<file path="src/design/prac_pkg.sv">
// prac_pkg: shared constants and the quarter-wave sine table for the point rotator
`timescale 1ns / 1ps

package prac_pkg;

	// register index codes of the configuration port
	localparam logic [1:0] CFG_ROTATION_ANGLE = 2'd0;
	localparam logic [1:0] CFG_CENTER_X       = 2'd1;
	localparam logic [1:0] CFG_CENTER_Y       = 2'd2;

	// angle format: 256 steps per full turn
	localparam int ANGLE_WIDTH = 8;
	// quarter-wave table entries are Q1.15, 0 to 32768
	localparam int QS_WIDTH    = 17;
	localparam int QS_FRAC     = 15;

	typedef logic [ANGLE_WIDTH-1:0] angle_t;
	typedef logic [QS_WIDTH-1:0]    qsine_t;

	// round(32768 * sin(k * pi / 128)) for k = 0..64
	function automatic qsine_t quarter_sine(input logic [6:0] k);
		qsine_t v;
		case (k)
			7'd0:  v = 17'd0;     7'd1:  v = 17'd804;   7'd2:  v = 17'd1608;
			7'd3:  v = 17'd2411;  7'd4:  v = 17'd3212;  7'd5:  v = 17'd4011;
			7'd6:  v = 17'd4808;  7'd7:  v = 17'd5602;  7'd8:  v = 17'd6393;
			7'd9:  v = 17'd7180;  7'd10: v = 17'd7962;  7'd11: v = 17'd8740;
			7'd12: v = 17'd9512;  7'd13: v = 17'd10279; 7'd14: v = 17'd11039;
			7'd15: v = 17'd11793; 7'd16: v = 17'd12540; 7'd17: v = 17'd13279;
			7'd18: v = 17'd14010; 7'd19: v = 17'd14733; 7'd20: v = 17'd15447;
			7'd21: v = 17'd16151; 7'd22: v = 17'd16846; 7'd23: v = 17'd17531;
			7'd24: v = 17'd18205; 7'd25: v = 17'd18868; 7'd26: v = 17'd19520;
			7'd27: v = 17'd20160; 7'd28: v = 17'd20788; 7'd29: v = 17'd21403;
			7'd30: v = 17'd22006; 7'd31: v = 17'd22595; 7'd32: v = 17'd23170;
			7'd33: v = 17'd23732; 7'd34: v = 17'd24279; 7'd35: v = 17'd24812;
			7'd36: v = 17'd25330; 7'd37: v = 17'd25833; 7'd38: v = 17'd26320;
			7'd39: v = 17'd26791; 7'd40: v = 17'd27246; 7'd41: v = 17'd27684;
			7'd42: v = 17'd28106; 7'd43: v = 17'd28511; 7'd44: v = 17'd28899;
			7'd45: v = 17'd29269; 7'd46: v = 17'd29622; 7'd47: v = 17'd29957;
			7'd48: v = 17'd30274; 7'd49: v = 17'd30572; 7'd50: v = 17'd30853;
			7'd51: v = 17'd31114; 7'd52: v = 17'd31357; 7'd53: v = 17'd31581;
			7'd54: v = 17'd31786; 7'd55: v = 17'd31972; 7'd56: v = 17'd32138;
			7'd57: v = 17'd32286; 7'd58: v = 17'd32413; 7'd59: v = 17'd32522;
			7'd60: v = 17'd32610; 7'd61: v = 17'd32679; 7'd62: v = 17'd32729;
			7'd63: v = 17'd32758; 7'd64: v = 17'd32768;
			default: v = 17'd0;
		endcase
		return v;
	endfunction

endpackage

</file>
<file path="src/design/prac_sincos.sv">
// prac_sincos: sine and cosine of an 8-bit angle in signed fixed point
`timescale 1ns / 1ps

module prac_sincos #(
	parameter int FRAC_BITS = 15
) (
	input  prac_pkg::angle_t               angle,
	output logic signed [FRAC_BITS+1:0]    sin_val,
	output logic signed [FRAC_BITS+1:0]    cos_val
);
	import prac_pkg::*;

	localparam int TW = FRAC_BITS + 2;
	localparam int UP = (FRAC_BITS >= QS_FRAC) ? (FRAC_BITS - QS_FRAC) : 0;
	localparam int DN = (FRAC_BITS <  QS_FRAC) ? (QS_FRAC - FRAC_BITS) : 1;

	angle_t cos_angle;

	// bring a Q1.15 entry to FRAC_BITS, rounding half up when narrowing
	function automatic logic [TW-1:0] scale_entry(input qsine_t raw);
		qsine_t rnd;
		logic [TW-1:0] res;
		rnd = raw + QS_WIDTH'(1 << (DN - 1));
		if (FRAC_BITS >= QS_FRAC) begin
			res = TW'(raw) << UP;
		end else begin
			res = TW'(rnd >> DN);
		end
		return res;
	endfunction

	// quadrant fold: mirror odd quadrants, negate the lower half turn
	function automatic logic signed [TW-1:0] sine_of(input angle_t a);
		logic [6:0] k;
		logic [TW-1:0] mag;
		k   = a[6] ? (7'd64 - {1'b0, a[5:0]}) : {1'b0, a[5:0]};
		mag = scale_entry(quarter_sine(k));
		return a[7] ? -signed'(mag) : signed'(mag);
	endfunction

	assign cos_angle = angle + angle_t'(64);
	assign sin_val   = sine_of(angle);
	assign cos_val   = sine_of(cos_angle);

endmodule

</file>
<file path="config.mk">
export PLATFORM = sky130hd
export DESIGN_NAME = prac_sincos
export DESIGN_NICKNAME = d
export VERILOG_FILES = /design/src/design/prac_pkg.sv /design/src/design/prac_sincos.sv
export SDC_FILE = /design/constraint.sdc
export NUM_CORES = 1
export LEC_CHECK = 0
export ABC_AREA = 1
export BUFFER_PORTS_ARGS = -buffer_cell sky130_fd_sc_hd__buf_2
export CORE_ASPECT_RATIO = 1.75
export CORE_UTILIZATION = 35
export DETAILED_ROUTE_END_ITERATION = 8
export REMOVE_ABC_BUFFERS = 1
export SLEW_MARGIN = 20
export SYNTH_ARGS = -nofsm -noshare
export SYNTH_HDL_FRONTEND = slang
export SYNTH_MEMORY_MAX_BITS = 65536
export SYNTH_SLANG_ARGS = --single-unit
export TNS_END_PERCENT = 10
</file>
<file path="constraint.sdc">
create_clock -name vclk -period 3.9
set_input_delay 0.195 -clock vclk [all_inputs]
set_output_delay 0.195 -clock vclk [all_outputs]
set_load 0.01 [all_outputs]
</file>
==> results.py <==
metrics = {
    "status": {
        "run_status": "complete, no violations",
    },
    "final_layout": {
        "layout.cells.most_common_list": "nand2_1 (495), nand3_1 (133), inv_1 (61)",
        "final_net_count": 1014,
        "antenna_cells_inserted": 0,
        "numSequentialCells": 0,
        "share_of_final_layout_standard_cells_stronger_than_drive_strength_1_pct": 14.2,
        "post_synthesis_to_final_layout_area_growth_pct": 4.73,
        "postLayoutCoreUtil_pct": 37.7,
        "final_cell_area_sq_mm": 0.00487,
        "clock_buffer_count": 0,
        "seqCellArea_sq_um": 0,
        "mostFrequentLayoutCell": "nand2_1",
    },
    "worst_setup_path": {
        "timing.critical_path.cells": "buf_2 -> inv_2 -> nand2_1 -> nand2_2 -> buf_4 -> ha_1 -> nand3_1 -> nand2_1 -> nand2_1 -> nand2_1 -> nand3_1 -> nand3_2 -> ha_1 -> nand3_4 -> o21ai_2 -> nand2_1 -> nand2_1 -> nand2_1 -> buf_2",
        "cp.required_ns": 3.70,
        "start_kind": "primary input",
        "crit_path_max_incr_delay_ns": 0.40,
        "worst-setup-path-type": "primary input to output pin",
        "worstPathArrival_ns": 3.26,
        "maximum_fanout_along_the_worst_path": 22,
        "worst_path_most_repeated_cell": "nand2_1",
        "worst_path_max_delay_cell": "buf_2",
        "critPathCaptureType": "output pin",
    },
    "placed_design": {
        "dp.final_hpwl_mm": 15.3,
        "dpl_cell_area_sq_mm": 0.00487,
        "globalplace.congestion": 1.08,
        "io_buffer_count": 42,
    },
    "logic_synthesis": {
        "ys.warnings.count": 0,
        "synth_sequential_area_ratio_pct": 0,
        "post-synth-top-area-cell": "nand2_1",
        "syn_inst": 960,
        "syn-cell-area_sq_mm": 0.00465,
        "ys_top_cells_by_area": "nand2_1 (40%), nand3_1 (14%), ha_1 (7.8%)",
        "synth.distinct_cells": 35,
        "avgSynthCellArea_sq_um": 4.85,
        "synth_top_area_share_pct": 39.9,
    },
    "timing": {
        "post-route-period-util_pct": 88.6,
        "grt_setup_unrepaired": "false",
        "maxClockFrequency_mhz": 290,
        "final-max-slew-violation-count": 0,
        "timing.final.crit_period_ns": 3.45,
        "report.final.setup_viol": 0,
        "report.final.hold_viol_count": 0,
        "max_slew.worst_pin.slew_ns": 0.724,
        "relSlewSlack_pct": 51.6,
        "final.setup.tns_ns": 0,
    },
    "global_routing": {
        "initial_antenna_violation_count": 0,
        "largest_net_degree_at_the_start_of_global_routing": 41,
        "first_global_vias": 6040,
        "groute.usage.overall_pct": 30.0,
        "global_route_wire_length_before_repair_mm": 31.8,
        "leftover_overflow_at_the_end_of_global_routing": 0,
    },
    "power_and_ir_drop": {
        "max-vdd-ir-drop_mv": 0.0855,
        "power_per_cell_area_mw_per_mm2": 217,
        "report.power.total_mw": 1.06,
        "power_leakage_nw": 2.99,
    },
    "die": {
        "initial_core_util_pct": 36.0,
        "die_area_sq_mm": 0.0138,
        "row_count": 55,
        "io-pin-count": 42,
        "die_width_um": 89.2,
        "core_area_sq_mm": 0.0129,
        "die_height_um": 155,
    },
    "drt": {
        "drt_first_pass_iters": 5,
        "post_drt_via_cell_ratio": 5.45,
        "routed_wirelength_mm": 19.9,
        "wl_per_cell_um": 17.4,
        "detail_route.drc_violations": 0,
        "final_antenna_net_count": 0,
        "first_iter_violations": 331,
        "routed-via-count": 6242,
    },
    "clock_tree": {
        "postCtsHoldBufs": 0,
        "cts_resized": 0,
        "setup_repair_bufs_after_cts": 0,
    },
    "run": {
        "max-cap-violations": 0,
    },
    "hold_path": {
        "hold_class": "primary input to output pin",
    },
}
==> cells by family (layout without fill, tap and decap cells) <==
logic type | Yosys count | after routing | share of synthesized area (%)
AND/OR/NAND/NOR | 776 | 776 | 74.0
XOR/XNOR | 10 | 10 | 1.88
AO/OA/AOI/OAI | 35 | 35 | 4.44
buffers and inverters | 110 | 125 | 11.9
adder cells (fa/ha/maj) | 29 | 29 | 7.80
==> critical path: cells and delay by family <==
family / cells / cell delay, ns
AND/OR/NAND/NOR: 12 / 1.26
buffers and inverters: 4 / 1.01
adder cells (fa/ha/maj): 2 / 0.60
AO/OA/AOI/OAI: 1 / 0.19
==> per-stage QoR <==
step / hold slack [ns] / worst slack [ns] / cells
5_1_grt: 0.948 / 0.110 / 1146
6_report: 0.923 / 0.446 / 1146
2_1_floorplan: 0.520 / 0.742 / 923
4_1_cts: 0.922 / 0.476 / 1146
3_5_place_dp: 0.919 / 0.479 / 1146
3_3_place_gp: 0.921 / 0.507 / 1146
==> synth_stat cells, types with 7 or more instances <==
master / number
a21oi_1: 17
buf_2: 12
buf_4: 13
buf_6: 8
ha_1: 29
inv_1: 61
inv_2: 9
nand2_1: 495
nand2_2: 29
nand2_4: 7
nand3_1: 133
nand3_2: 21
nand4_1: 9
nor2_1: 60
nor2_2: 9
==> final cells by class <==
class              instances  area, sq um
fillers                 1618         8060
inverters                 73          274
multi-input cells        850         4100
well taps                171          214
repair buffers            52          285
==> per-layer routing <==
layer,track usage [%],routed length (um)
met3,4.27,1120
met1,28.8,6610
met2,55.6,10200
met4,22.2,2000
met5,0,0
==> final timing paths <==
path     start           to  slack [ns]  depth (start not counted)
max   angle[6]  sin_val[14]        0.45                         19
min   angle[7]  sin_val[12]        0.92                          4
==> where the power goes <==
group / internal [mW] / switching [mW]
sequential: 0 / 0
clock: 0 / 0
combinational: 0.318 / 0.738
total: 0.318 / 0.738
(Power assumes the default switching activity.)
